$ cat src/hdl/keypad_code_lock_assert.svh
`ifndef KEYPAD_CODE_LOCK_ASSERT_SVH
`define KEYPAD_CODE_LOCK_ASSERT_SVH

`ifndef SYNTHESIS

`define KCL_ASSERT_IMP(label, clk, rst, ante, cons, msg) \
   label: assert property (@(posedge clk) disable iff (rst) (ante) |-> (cons)) \
      else $error(msg);

`define KCL_ASSERT_NXT(label, clk, rst, ante, cons, msg) \
   label: assert property (@(posedge clk) disable iff (rst) (ante) |=> (cons)) \
      else $error(msg);

`else

`define KCL_ASSERT_IMP(label, clk, rst, ante, cons, msg)

`define KCL_ASSERT_NXT(label, clk, rst, ante, cons, msg)

`endif

`endif

$ cat src/hdl/kcl_pkg.sv
`default_nettype none

package kcl_pkg;

   localparam int CODE_LENGTH_DEF = 4;
   localparam int CODE_DIGITS     = 4;
   localparam int SHOWN_POS       = 4;

   localparam int DIGIT_W  = 4;
   localparam int KEY_W    = 5;
   localparam int SHOWN_W  = 5;
   localparam int HALF_W   = 16;
   localparam int PHASE_W  = 3;
   localparam int COUNT_W  = 3;
   localparam int CSR_IDX_W = 3;
   localparam int CSR_DATA_W = 16;

   localparam logic       OP_KEY  = 1'b0;
   localparam logic       OP_TICK = 1'b1;

   localparam logic [KEY_W-1:0] KEY_DIGIT_MAX = 5'd9;
   localparam logic [KEY_W-1:0] KEY_CLEAR     = 5'd16;
   localparam logic [KEY_W-1:0] KEY_ENTER     = 5'd17;

   localparam logic [SHOWN_W-1:0] SHOW_EIGHT = 5'd8;
   localparam logic [SHOWN_W-1:0] SHOW_ZERO  = 5'd0;
   localparam logic [SHOWN_W-1:0] SHOW_BLANK = 5'd18;

   localparam logic [PHASE_W-1:0] FLASH_LAST_PHASE = 3'd5;

   localparam logic [1:0] FILL_NONE   = 2'd0;
   localparam logic [1:0] FILL_EIGHTS = 2'd1;
   localparam logic [1:0] FILL_ZEROS  = 2'd2;

   localparam logic [1:0] VERDICT_NONE   = 2'd0;
   localparam logic [1:0] VERDICT_ACCEPT = 2'd1;
   localparam logic [1:0] VERDICT_REJECT = 2'd2;

   localparam logic KIND_ACCEPT = 1'b0;
   localparam logic KIND_REJECT = 1'b1;

   localparam logic [CSR_IDX_W-1:0] REG_CODE_DIGIT_0 = 3'd0;
   localparam logic [CSR_IDX_W-1:0] REG_CODE_DIGIT_1 = 3'd1;
   localparam logic [CSR_IDX_W-1:0] REG_CODE_DIGIT_2 = 3'd2;
   localparam logic [CSR_IDX_W-1:0] REG_CODE_DIGIT_3 = 3'd3;
   localparam logic [CSR_IDX_W-1:0] REG_ACCEPT_HALF  = 3'd4;
   localparam logic [CSR_IDX_W-1:0] REG_REJECT_HALF  = 3'd5;

   localparam logic [HALF_W-1:0] ACCEPT_HALF_RST = 16'd250;
   localparam logic [HALF_W-1:0] REJECT_HALF_RST = 16'd150;

   typedef logic [DIGIT_W-1:0] digit_type;

endpackage

`default_nettype wire

$ cat src/hdl/kcl_if.sv
`default_nettype none

interface kcl_req_if;
   logic                          valid;
   logic                          ready;
   logic                          op;
   logic [kcl_pkg::KEY_W-1:0]     key_code;

   modport source (output valid, output op, output key_code, input ready);
   modport sink   (input valid, input op, input key_code, output ready);
endinterface

interface kcl_rsp_if;
   logic                          valid;
   logic                          ready;
   logic [kcl_pkg::COUNT_W-1:0]   entered_count;
   logic [kcl_pkg::SHOWN_W-1:0]   shown_0;
   logic [kcl_pkg::SHOWN_W-1:0]   shown_1;
   logic [kcl_pkg::SHOWN_W-1:0]   shown_2;
   logic [kcl_pkg::SHOWN_W-1:0]   shown_3;
   logic [1:0]                    fill_pattern;
   logic                          busy_res;
   logic [1:0]                    verdict;

   modport source (output valid, output entered_count, output shown_0, output shown_1,
                   output shown_2, output shown_3, output fill_pattern, output busy_res,
                   output verdict, input ready);
   modport sink   (input valid, input entered_count, input shown_0, input shown_1,
                   input shown_2, input shown_3, input fill_pattern, input busy_res,
                   input verdict, output ready);
endinterface

`default_nettype wire

$ cat src/hdl/keypad_code_lock.sv
// Keypad code lock.
// req_if carries one transaction per key event (op 0, key_code) or time tick (op 1).
// rsp_if returns exactly one transaction per request: digit count, four display
// codes, fill pattern, busy flag, one-transaction verdict pulse on full-code Enter.
// csr_we/csr_index/csr_wdata write the four code digits and the two flash
// half-periods (in ticks); write only while no request is in flight.
// Latency: the response is registered and appears the cycle after the request
// is taken. Throughput: one transaction per cycle; the lock state is updated in
// the same cycle the request is taken, so requests may follow back to back.
// req_if.ready is high whenever the response register is empty or being drained,
// so a stalled receiver holds the response and blocks new requests only while
// the response register is full.
// Reset (synchronous, active high) empties the entry, stops any flash, drops
// the response valid and restores code 1-2-3-4 and half-periods 250 and 150.
`default_nettype none

`include "keypad_code_lock_assert.svh"

module keypad_code_lock #(
   parameter int CODE_LENGTH = kcl_pkg::CODE_LENGTH_DEF
) (
   input  wire logic                             clock,
   input  wire logic                             reset,
   kcl_req_if.sink                               req_if,
   kcl_rsp_if.source                             rsp_if,
   input  wire logic                             csr_we,
   input  wire logic [kcl_pkg::CSR_IDX_W-1:0]    csr_index,
   input  wire logic [kcl_pkg::CSR_DATA_W-1:0]   csr_wdata
);

   localparam int CNT_W = $clog2(CODE_LENGTH + 1);
   localparam int IDX_W = (CODE_LENGTH > 1) ? $clog2(CODE_LENGTH) : 1;

   kcl_pkg::digit_type                  code_digit_ff [kcl_pkg::CODE_DIGITS];
   logic [kcl_pkg::HALF_W-1:0]          accept_half_ff;
   logic [kcl_pkg::HALF_W-1:0]          reject_half_ff;

   kcl_pkg::digit_type                  entry_digits_ff [CODE_LENGTH];
   logic [CNT_W-1:0]                    entry_count_ff, entry_count_in;
   logic                                flash_active_ff, flash_active_in;
   logic                                flash_kind_ff, flash_kind_in;
   logic [kcl_pkg::PHASE_W-1:0]         flash_phase_ff, flash_phase_in;
   logic [kcl_pkg::HALF_W-1:0]          phase_ticks_ff, phase_ticks_in;

   logic                                rsp_valid_ff;
   logic [kcl_pkg::COUNT_W-1:0]         rsp_count_ff;
   logic [kcl_pkg::SHOWN_W-1:0]         rsp_shown_ff [kcl_pkg::SHOWN_POS];
   logic [1:0]                          rsp_fill_ff;
   logic                                rsp_busy_ff;
   logic [1:0]                          rsp_verdict_ff;

   logic                                req_fire;
   logic                                digit_we;
   logic [1:0]                          verdict;
   logic [1:0]                          fill;
   logic [kcl_pkg::HALF_W-1:0]          half;
   logic [CODE_LENGTH-1:0]              pos_match;
   logic                                code_ok;
   kcl_pkg::digit_type                  digit_next [CODE_LENGTH];
   logic [kcl_pkg::SHOWN_W-1:0]         shown [kcl_pkg::SHOWN_POS];

   assign req_if.ready = !rsp_valid_ff || rsp_if.ready;
   assign req_fire     = req_if.valid && req_if.ready;

   // configuration
   always_ff @(posedge clock) begin
      if (reset) begin
         code_digit_ff[0] <= 4'd1;
         code_digit_ff[1] <= 4'd2;
         code_digit_ff[2] <= 4'd3;
         code_digit_ff[3] <= 4'd4;
         accept_half_ff   <= kcl_pkg::ACCEPT_HALF_RST;
         reject_half_ff   <= kcl_pkg::REJECT_HALF_RST;
      end else if (csr_we) begin
         if (csr_index <= kcl_pkg::REG_CODE_DIGIT_3) begin
            code_digit_ff[csr_index[1:0]] <= csr_wdata[kcl_pkg::DIGIT_W-1:0];
         end else if (csr_index == kcl_pkg::REG_ACCEPT_HALF) begin
            accept_half_ff <= csr_wdata;
         end else if (csr_index == kcl_pkg::REG_REJECT_HALF) begin
            reject_half_ff <= csr_wdata;
         end
      end
   end

   // code compare, positions past the configured digits expect zero
   for (genvar gi = 0; gi < CODE_LENGTH; gi++) begin : g_match
      if (gi < kcl_pkg::CODE_DIGITS) begin : g_cfg
         assign pos_match[gi] = (entry_digits_ff[gi] == code_digit_ff[gi]);
      end else begin : g_zero
         assign pos_match[gi] = (entry_digits_ff[gi] == '0);
      end
      assign digit_next[gi] = (digit_we && entry_count_ff[IDX_W-1:0] == IDX_W'(gi)) ?
                              req_if.key_code[kcl_pkg::DIGIT_W-1:0] : entry_digits_ff[gi];
   end
   assign code_ok = &pos_match;

   always_comb begin
      entry_count_in  = entry_count_ff;
      flash_active_in = flash_active_ff;
      flash_kind_in   = flash_kind_ff;
      flash_phase_in  = flash_phase_ff;
      phase_ticks_in  = phase_ticks_ff;
      digit_we        = 1'b0;
      verdict         = kcl_pkg::VERDICT_NONE;
      half            = (flash_kind_ff == kcl_pkg::KIND_ACCEPT) ? accept_half_ff : reject_half_ff;
      if (half == '0) begin
         half = kcl_pkg::HALF_W'(1);
      end
      if (req_fire) begin
         if (req_if.op == kcl_pkg::OP_TICK) begin
            if (flash_active_ff) begin
               if ({1'b0, phase_ticks_ff} + 17'd1 >= {1'b0, half}) begin
                  phase_ticks_in = '0;
                  if (flash_phase_ff == kcl_pkg::FLASH_LAST_PHASE) begin
                     flash_active_in = 1'b0;
                     flash_phase_in  = '0;
                  end else begin
                     flash_phase_in = flash_phase_ff + 3'd1;
                  end
               end else begin
                  phase_ticks_in = phase_ticks_ff + 16'd1;
               end
            end
         end else if (!flash_active_ff) begin
            if (req_if.key_code <= kcl_pkg::KEY_DIGIT_MAX) begin
               if (entry_count_ff < CNT_W'(CODE_LENGTH)) begin
                  digit_we       = 1'b1;
                  entry_count_in = entry_count_ff + CNT_W'(1);
               end
            end else if (req_if.key_code == kcl_pkg::KEY_CLEAR) begin
               entry_count_in = '0;
            end else if (req_if.key_code == kcl_pkg::KEY_ENTER) begin
               if (entry_count_ff == CNT_W'(CODE_LENGTH)) begin
                  flash_active_in = 1'b1;
                  flash_kind_in   = code_ok ? kcl_pkg::KIND_ACCEPT : kcl_pkg::KIND_REJECT;
                  flash_phase_in  = '0;
                  phase_ticks_in  = '0;
                  verdict = code_ok ? kcl_pkg::VERDICT_ACCEPT : kcl_pkg::VERDICT_REJECT;
               end
               entry_count_in = '0;
            end
         end
      end
   end

   always_comb begin
      fill = kcl_pkg::FILL_NONE;
      if (flash_active_in && !flash_phase_in[0]) begin
         fill = (flash_kind_in == kcl_pkg::KIND_ACCEPT) ? kcl_pkg::FILL_EIGHTS :
                                                         kcl_pkg::FILL_ZEROS;
      end
   end

   for (genvar gp = 0; gp < kcl_pkg::SHOWN_POS; gp++) begin : g_show
      if (gp < CODE_LENGTH) begin : g_digit
         always_comb begin
            if (flash_active_in) begin
               shown[gp] = (fill == kcl_pkg::FILL_EIGHTS) ? kcl_pkg::SHOW_EIGHT :
                           (fill == kcl_pkg::FILL_ZEROS)  ? kcl_pkg::SHOW_ZERO  :
                                                            kcl_pkg::SHOW_BLANK;
            end else if (gp < int'(entry_count_in)) begin
               shown[gp] = {1'b0, digit_next[gp]};
            end else begin
               shown[gp] = kcl_pkg::SHOW_BLANK;
            end
         end
      end else begin : g_none
         always_comb begin
            if (flash_active_in) begin
               shown[gp] = (fill == kcl_pkg::FILL_EIGHTS) ? kcl_pkg::SHOW_EIGHT :
                           (fill == kcl_pkg::FILL_ZEROS)  ? kcl_pkg::SHOW_ZERO  :
                                                            kcl_pkg::SHOW_BLANK;
            end else begin
               shown[gp] = kcl_pkg::SHOW_BLANK;
            end
         end
      end
   end

   // lock state
   always_ff @(posedge clock) begin
      if (reset) begin
         entry_count_ff  <= '0;
         flash_active_ff <= 1'b0;
         flash_kind_ff   <= kcl_pkg::KIND_ACCEPT;
         flash_phase_ff  <= '0;
         phase_ticks_ff  <= '0;
      end else begin
         entry_count_ff  <= entry_count_in;
         flash_active_ff <= flash_active_in;
         flash_kind_ff   <= flash_kind_in;
         flash_phase_ff  <= flash_phase_in;
         phase_ticks_ff  <= phase_ticks_in;
      end
   end

   always_ff @(posedge clock) begin
      if (digit_we) begin
         entry_digits_ff[entry_count_ff[IDX_W-1:0]] <= req_if.key_code[kcl_pkg::DIGIT_W-1:0];
      end
   end

   // response register
   always_ff @(posedge clock) begin
      if (reset) begin
         rsp_valid_ff <= 1'b0;
      end else if (req_fire) begin
         rsp_valid_ff <= 1'b1;
      end else if (rsp_if.ready) begin
         rsp_valid_ff <= 1'b0;
      end
   end

   always_ff @(posedge clock) begin
      if (req_fire) begin
         rsp_count_ff   <= kcl_pkg::COUNT_W'(entry_count_in);
         rsp_shown_ff   <= shown;
         rsp_fill_ff    <= fill;
         rsp_busy_ff    <= flash_active_in;
         rsp_verdict_ff <= verdict;
      end
   end

   assign rsp_if.valid         = rsp_valid_ff;
   assign rsp_if.entered_count = rsp_count_ff;
   assign rsp_if.shown_0       = rsp_shown_ff[0];
   assign rsp_if.shown_1       = rsp_shown_ff[1];
   assign rsp_if.shown_2       = rsp_shown_ff[2];
   assign rsp_if.shown_3       = rsp_shown_ff[3];
   assign rsp_if.fill_pattern  = rsp_fill_ff;
   assign rsp_if.busy_res      = rsp_busy_ff;
   assign rsp_if.verdict       = rsp_verdict_ff;

   `KCL_ASSERT_IMP(a_phase_idle, clock, reset, !flash_active_ff,
                   flash_phase_ff == '0 && phase_ticks_ff == '0,
                   "flash counters not clear while idle")
   `KCL_ASSERT_IMP(a_count_range, clock, reset, 1'b1,
                   entry_count_ff <= CNT_W'(CODE_LENGTH),
                   "entry count beyond code length")
   `KCL_ASSERT_NXT(a_key_blocked, clock, reset,
                   req_fire && req_if.op == kcl_pkg::OP_KEY && flash_active_ff,
                   $stable(entry_count_ff) && flash_active_ff,
                   "key changed lock during flash")
   `KCL_ASSERT_IMP(a_verdict_busy, clock, reset,
                   rsp_valid_ff && rsp_verdict_ff != kcl_pkg::VERDICT_NONE,
                   rsp_busy_ff && rsp_count_ff == '0,
                   "verdict without flash start")

endmodule

`default_nettype wire
$ cat src/flat_wrapper.sv
// flat-port wrapper written by rule: the top's interface ports become plain ports
module keypad_code_lock_flat 
#(
   parameter int CODE_LENGTH = kcl_pkg::CODE_LENGTH_DEF
)
  (clock, reset, csr_we, csr_index, csr_wdata, req_if_valid, req_if_op, req_if_key_code, req_if_ready, rsp_if_valid, rsp_if_entered_count, rsp_if_shown_0, rsp_if_shown_1, rsp_if_shown_2, rsp_if_shown_3, rsp_if_fill_pattern, rsp_if_busy_res, rsp_if_verdict, rsp_if_ready);
  kcl_req_if req_if_i ();
  kcl_rsp_if rsp_if_i ();
  input  wire logic clock;
  input  wire logic reset;
  input  wire logic csr_we;
  input  wire logic [kcl_pkg::CSR_IDX_W-1:0] csr_index;
  input  wire logic [kcl_pkg::CSR_DATA_W-1:0] csr_wdata;
  input wire logic [$bits(req_if_i.valid)-1:0] req_if_valid;
  input wire logic [$bits(req_if_i.op)-1:0] req_if_op;
  input wire logic [$bits(req_if_i.key_code)-1:0] req_if_key_code;
  output wire logic [$bits(req_if_i.ready)-1:0] req_if_ready;
  output wire logic [$bits(rsp_if_i.valid)-1:0] rsp_if_valid;
  output wire logic [$bits(rsp_if_i.entered_count)-1:0] rsp_if_entered_count;
  output wire logic [$bits(rsp_if_i.shown_0)-1:0] rsp_if_shown_0;
  output wire logic [$bits(rsp_if_i.shown_1)-1:0] rsp_if_shown_1;
  output wire logic [$bits(rsp_if_i.shown_2)-1:0] rsp_if_shown_2;
  output wire logic [$bits(rsp_if_i.shown_3)-1:0] rsp_if_shown_3;
  output wire logic [$bits(rsp_if_i.fill_pattern)-1:0] rsp_if_fill_pattern;
  output wire logic [$bits(rsp_if_i.busy_res)-1:0] rsp_if_busy_res;
  output wire logic [$bits(rsp_if_i.verdict)-1:0] rsp_if_verdict;
  input wire logic [$bits(rsp_if_i.ready)-1:0] rsp_if_ready;
  assign req_if_i.valid = req_if_valid;
  assign req_if_i.op = req_if_op;
  assign req_if_i.key_code = req_if_key_code;
  assign req_if_ready = req_if_i.ready;
  assign rsp_if_valid = rsp_if_i.valid;
  assign rsp_if_entered_count = rsp_if_i.entered_count;
  assign rsp_if_shown_0 = rsp_if_i.shown_0;
  assign rsp_if_shown_1 = rsp_if_i.shown_1;
  assign rsp_if_shown_2 = rsp_if_i.shown_2;
  assign rsp_if_shown_3 = rsp_if_i.shown_3;
  assign rsp_if_fill_pattern = rsp_if_i.fill_pattern;
  assign rsp_if_busy_res = rsp_if_i.busy_res;
  assign rsp_if_verdict = rsp_if_i.verdict;
  assign rsp_if_i.ready = rsp_if_ready;
  keypad_code_lock #(.CODE_LENGTH(CODE_LENGTH)) u_core (.clock(clock), .reset(reset), .req_if(req_if_i), .rsp_if(rsp_if_i), .csr_we(csr_we), .csr_index(csr_index), .csr_wdata(csr_wdata));
endmodule
$ cat config.mk
export PLATFORM = sky130hd
export DESIGN_NAME = keypad_code_lock_flat
export DESIGN_NICKNAME = d
export VERILOG_FILES = /design/src/hdl/kcl_pkg.sv /design/src/hdl/kcl_if.sv /design/src/hdl/keypad_code_lock.sv /design/src/flat_wrapper.sv
export VERILOG_INCLUDE_DIRS = /design/src /design/src/hdl
export SDC_FILE = /design/constraint.sdc
export NUM_CORES = 1
export LEC_CHECK = 0
export BUFFER_PORTS_ARGS = -buffer_cell sky130_fd_sc_hd__buf_4
export CORE_ASPECT_RATIO = 1.4
export CORE_MARGIN = 2
export CORE_UTILIZATION = 35
export DETAILED_ROUTE_END_ITERATION = 12
export PLACE_DENSITY = 0.53
export SYNTH_ARGS = -nofsm -noshare
export SYNTH_HDL_FRONTEND = slang
export SYNTH_SLANG_ARGS = --single-unit
$ cat constraint.sdc
create_clock -name clock -period 5.3 [get_ports clock]
set_clock_uncertainty 0.05 [all_clocks]
set_input_delay 0.53 -clock clock [delete_from_list [all_inputs] [get_ports clock]]
set_output_delay 0.53 -clock clock [all_outputs]
set_load 0.01 [all_outputs]
Yosys cells after proc, flatten, opt, wreduce, memory -nomap -nowiden
Memories as Yosys holds them, arrays and structs flattened.
Cells that the tools add are included.

storage, ports and cells
  flip-flop bits (word level) = 85
  memory bits (writable) = 32
  input bits = 30
  output and inout bits = 30
  memories kept = 2

memories
  name                    words  bits a word  rd ports  clocked after Yosys merged registers in  write ports  line                    source
  u_core.code_digit_ff    4      4            4         0                                        4            keypad_code_lock.sv:34  kcl_pkg::digit_type code_digit_ff [kcl_pkg::CODE_DIGITS];
  u_core.entry_digits_ff  4      4            4         0                                        1            keypad_code_lock.sv:38  kcl_pkg::digit_type entry_digits_ff [CODE_LENGTH];

operators by class
  $add $sub $neg = 4
  magnitude comparators = 8
  equality and inequality tests = 20
  multiplexer cells = 80
  bitwise logic cells = 4
  reduce and logical (&&, ||, !) cells = 21

operator list
  kind                                                                         count
  16-bit two-way mux                                                           10
  5-bit two-way mux                                                            10
  3-bit two-way mux                                                            16
  1-bit two-way mux                                                            35
  4-bit two-way mux                                                            5
  16-bit by 1-bit adder with 17-bit output, second input constant              1
  17-bit by 16-bit greater-or-equal comparator with 1-bit output               1
  16-bit by 1-bit adder with 16-bit output, second input constant              1
  4-bit equality test                                                          4
  16-bit logical NOT                                                           1
  3-bit equality test, second input constant                                   4
  5-bit equality test, second input constant                                   2
  2-bit two-way mux                                                            4
  2-bit != test, second input constant                                         4
  4-bit AND reduction                                                          2
  8-bit AND reduction                                                          1
  7-bit AND reduction                                                          1
  3-bit by 1-bit adder with 3-bit output, second input constant                2
  2-bit equality test, second input constant                                   3
  1-bit logical AND                                                            6
  1-bit by 3-bit less-than comparator with 1-bit output, first input constant  2
  2-bit by 3-bit less-than comparator with 1-bit output, first input constant  2
  2-bit nonzero test                                                           3
  6-bit OR reduction                                                           1
  11 further kinds                                                             16

Depth between registers and ports, before layout
An unclocked memory read counts as a cell.

  depth in word-level cells = 17
  gate-level depth with buffers = 14
  mapped depth without buffers = 12

Worst setup path before layout
Ideal clock, no wire load.

  kind = register to register
  start point = reg u_core.flash_kind_ff
  end point = reg u_core.rsp_shown_ff, in the netlist u_core.rsp_if.shown_3[3] (data pin)
  arrival time = 3.572 ns
  required time = 4.969 ns
  slack = 1.398 ns
  stages on the path, launching flop included = 14
  period minus slack after synthesis = 3.902 ns
  cell sequence = dfxtp_1 -> clkbuf_1 -> buf_1 -> mux2i_1 -> nand4_1 -> or4_1 -> nand2_1 -> ha_1 -> nand2_1 -> nor4_1 -> o31ai_1 -> a31o_4 -> mux2i_1 -> o311ai_1

RTL lines
  element                 line                     source
  start, declared         keypad_code_lock.sv:41   logic flash_kind_ff, flash_kind_in;
  start signal, assigned  keypad_code_lock.sv:185  flash_kind_ff <= kcl_pkg::KIND_ACCEPT;
  start signal, assigned  keypad_code_lock.sv:191  flash_kind_ff <= flash_kind_in;
  end signal, assigned    keypad_code_lock.sv:217  rsp_shown_ff <= shown;
  end, declared           keypad_code_lock.sv:47   logic [kcl_pkg::SHOWN_W-1:0] rsp_shown_ff [kcl_pkg::SHOWN_POS];

==> impl_metrics.toml <==
[drt]
vias = 4695
drt_iter0_markers = 256
drt_first_pass_iters = 4
ant_nets = 0
via_per_inst = 5.40
drc = 0
wirelength_um = 14900
wire_per_inst_um = 17.2

[timing]
drv_slew = 0
setup-violations-final = 0
hold_viol = 0
tns_ps = 0
tightest_slew_ps = 975
timing.fmax_mhz = 234
rsz0062_at_grt = "no"
fin_crit_sh_pct = 80.6
final.min_clock_period_ps = 4270
slew-limit-headroom_pct = 34.9

[worst_setup_path]
slowest_stage = "dfxtp_1"
path_delay_family = "compound AO/OA/AOI/OAI gates"
worstPathCellList = "mux2i_1 -> nand4_1 -> or4_1 -> nand2_1 -> ha_1 -> nand2_1 -> nor4_1 -> o31ai_1 -> a31o_4 -> mux2i_1 -> o211ai_1"
max_stage_delay_ps = 960
reg2reg_depth = 11
end_kind = "flop"
worst-path-stages = 11
critPathLaunchType = "flop"
critPathBufInv = 0
critPathMaxFanout = 19
required_ps = 5390
worstSetupPathType = "reg2reg"
cp.arrival_ps = 4360

[final_layout]
area_growth_syn_to_layout_pct = 20.1
fillerInstances = 1582
drive_gt1_share_pct = 16.7
diodes = 0
fin_nets = 705
utilization_pct = 42.8

[logic_synthesis]
avgSynthCellArea_um2 = 9.96
yosysSeqAreaShare_pct = 49.3
synth_area_mm2 = 0.00596
yosysUniqueCellTypes = 62
yosys.area.top_type = "edfxtp_1"
syn_inst = 599
synthTopCellsByArea = "edfxtp_1, dfxtp_1, nand2_1, ha_1, mux2i_1"
async_flop_share_pct = 0
synth_seq_cells = 117
synth_edf_count = 60
synth_flop_cell = "edfxtp_1"
yosysTopAreaCellShare_pct = 30.2
yosys_warnings = 0
synth_nets = 651

[grt]
grt_remaining_overflow = 0
grt_pass1_wl_um = 23400
grt_max_degree = 64
grt_use_met1_pct = 18.1
busiest_layer = "met2"
grt_pass1_vias = 4626
grt_util_met2_pct = 30.5
track_usage_pct = 17.0
gr-usage-met3_pct = 3.58
antenna_found_initial = 0

[power_and_ir_drop]
power_density_mw_per_mm2 = 314
cellLeakagePower_nw = 2.73
total_power_mw = 2.25
vdd_drop_max_mv = 0.202

[clock_tree]
clock_path_buffers = 2
clk_latency_ps = 420
post_cts_buffers = 0
cts.htree.levels = 4
cts_tree = "built"
cts-root-buf = "clkbuf_16"
ctsResizeCount = 0
cts.sinks = 117
cts_buffers = 17
hold_buffers = 0
clkTransAtPathRegs_ps = 60

[floorplan]
core_area_mm2 = 0.0167
die_h_um = 158
dieArea_mm2 = 0.0181
rows = 56
die_w_um = 114
io_pins = 60
start_util_pct = 35.6

[placement]
dp_hpwl_um = 10900
gp_congestion = 0.875
io_buffers = 59

[min_path]
hold_path.class = "in2reg"
min_delay_path_depth = 3

[job]
maxCapViolCount = 0

[run_status]
outcome = "finished clean"
-- worst paths after layout --
kind	startpoint	end	slack (ps)
setup / recovery	u_core.flash_kind_ff	u_core.rsp_if.shown_2[3]	1030
hold / removal	csr_wdata[7]	u_core.accept_half_ff[7]	280
hold reg to reg	u_core.reject_half_ff[13]	u_core.reject_half_ff[13]	410
setup reg to reg	u_core.flash_kind_ff	u_core.rsp_if.shown_2[3]	1030
-- synthesized netlist by cell type, drive strengths merged (6+ instances only) --
library cell	count
xnor2	24
dfxtp	57
nor3	10
a21oi	50
nand4	26
inv	15
nand2	105
mux2i	26
edfxtp	60
o211ai	8
nor2	20
o21a	6
nand2b	6
xor2	6
o21ai	14
clkbuf	24
nand3	14
and2	13
nand3b	10
and3	14
nor4	8
ha	22
-- cells by family after synthesis --
| kind of cell | count (synthesis) | synth area share (%) |
|---|---|---|
| compound gates | 107 | 12.2 |
| fa+ha+maj | 22 | 4.61 |
| simple gates | 249 | 21.5 |
| buf+inv | 44 | 2.83 |
| mux | 30 | 5.12 |
| flops | 117 | 49.3 |
| xor+xnor | 30 | 4.41 |
-- tightest hold or removal path, stage by stage --
cell	delay [ps]
buf_4	90
nand2_1	40
nand3b_1	60
-- metal layers --
metal | part of all wire, % | up-vias
li1 | - | 2297
met1 | 40 | 2234
met2 | 52 | 123
met3 | 3.7 | 41
met4 | 4.4 | 0
met5 | 0 | -
-- layout by cell type, fill, tap and decap left out, drive strengths merged, types with 6 or more instances in the layout --
| cell | Yosys | layout |
|---|---|---|
| a21oi | 50 | 50 |
| and2 | 13 | 13 |
| and3 | 14 | 14 |
| buf | 4 | 63 |
| clkbuf | 24 | 18 |
| clkinv | 1 | 9 |
| dfxtp | 57 | 57 |
| edfxtp | 60 | 60 |
| ha | 22 | 22 |
| inv | 15 | 18 |
| mux2i | 26 | 26 |
| nand2 | 105 | 105 |
| nand2b | 6 | 6 |
| nand3 | 14 | 14 |
| nand3b | 10 | 10 |
| nand4 | 26 | 26 |
| nor2 | 20 | 20 |
| nor3 | 10 | 10 |
| nor4 | 8 | 8 |
| o211ai | 8 | 8 |
| o21a | 6 | 6 |
| o21ai | 14 | 14 |
| xnor2 | 24 | 24 |
| xor2 | 6 | 6 |
-- final cells by class --
type / instances / area [um2] / area share, %
Timing Repair Buffer: 63 / 473 / 6.60
Inverter: 16 / 60.1 / 0.838
Multi-Input combinational cell: 438 / 2850 / 39.8
Clock inverter: 14 / 151 / 2.11
Sequential cell: 117 / 2940 / 41.1
Clock buffer: 18 / 429 / 5.99
Tap cell: 203 / 254 / 3.55
-- power by group --
group	internal [mW]	total (mW)	switching, mW
registers	0.977	0.988	0.0115
clock network	0.695	1.13	0.440
logic	0.0506	0.126	0.0755
total	1.72	2.25	0.527
-- sequential cells by signal (all words and copies together), names as in the netlist, 2 cells and up --
signal / flops
u_core.code_digit_ff: 16
u_core.rsp_if.entered_count: 3
u_core.flash_phase_ff: 3
u_core.entry_digits_ff: 16
u_core.rsp_if.shown_2: 5
u_core.rsp_if.shown_3: 5
u_core.rsp_if.fill_pattern: 2
u_core.reject_half_ff: 16
u_core.accept_half_ff: 16
u_core.phase_ticks_ff: 16
u_core.rsp_if.shown_1: 5
u_core.rsp_if.verdict: 2
u_core.entry_count_ff: 3
u_core.rsp_if.shown_0: 5
-- per-stage QoR --
stage	cells	hold slack, ps	cell area (um2)	setup WS, ps
detailed placement	837	405	6580	1040
CTS	869	267	7160	1030
global route	869	287	7160	710
finish	869	280	7160	1030
global placement	837	400	6580	1180
floorplan	599	385	5960	1400
Power figures use the tool's default switching activity.
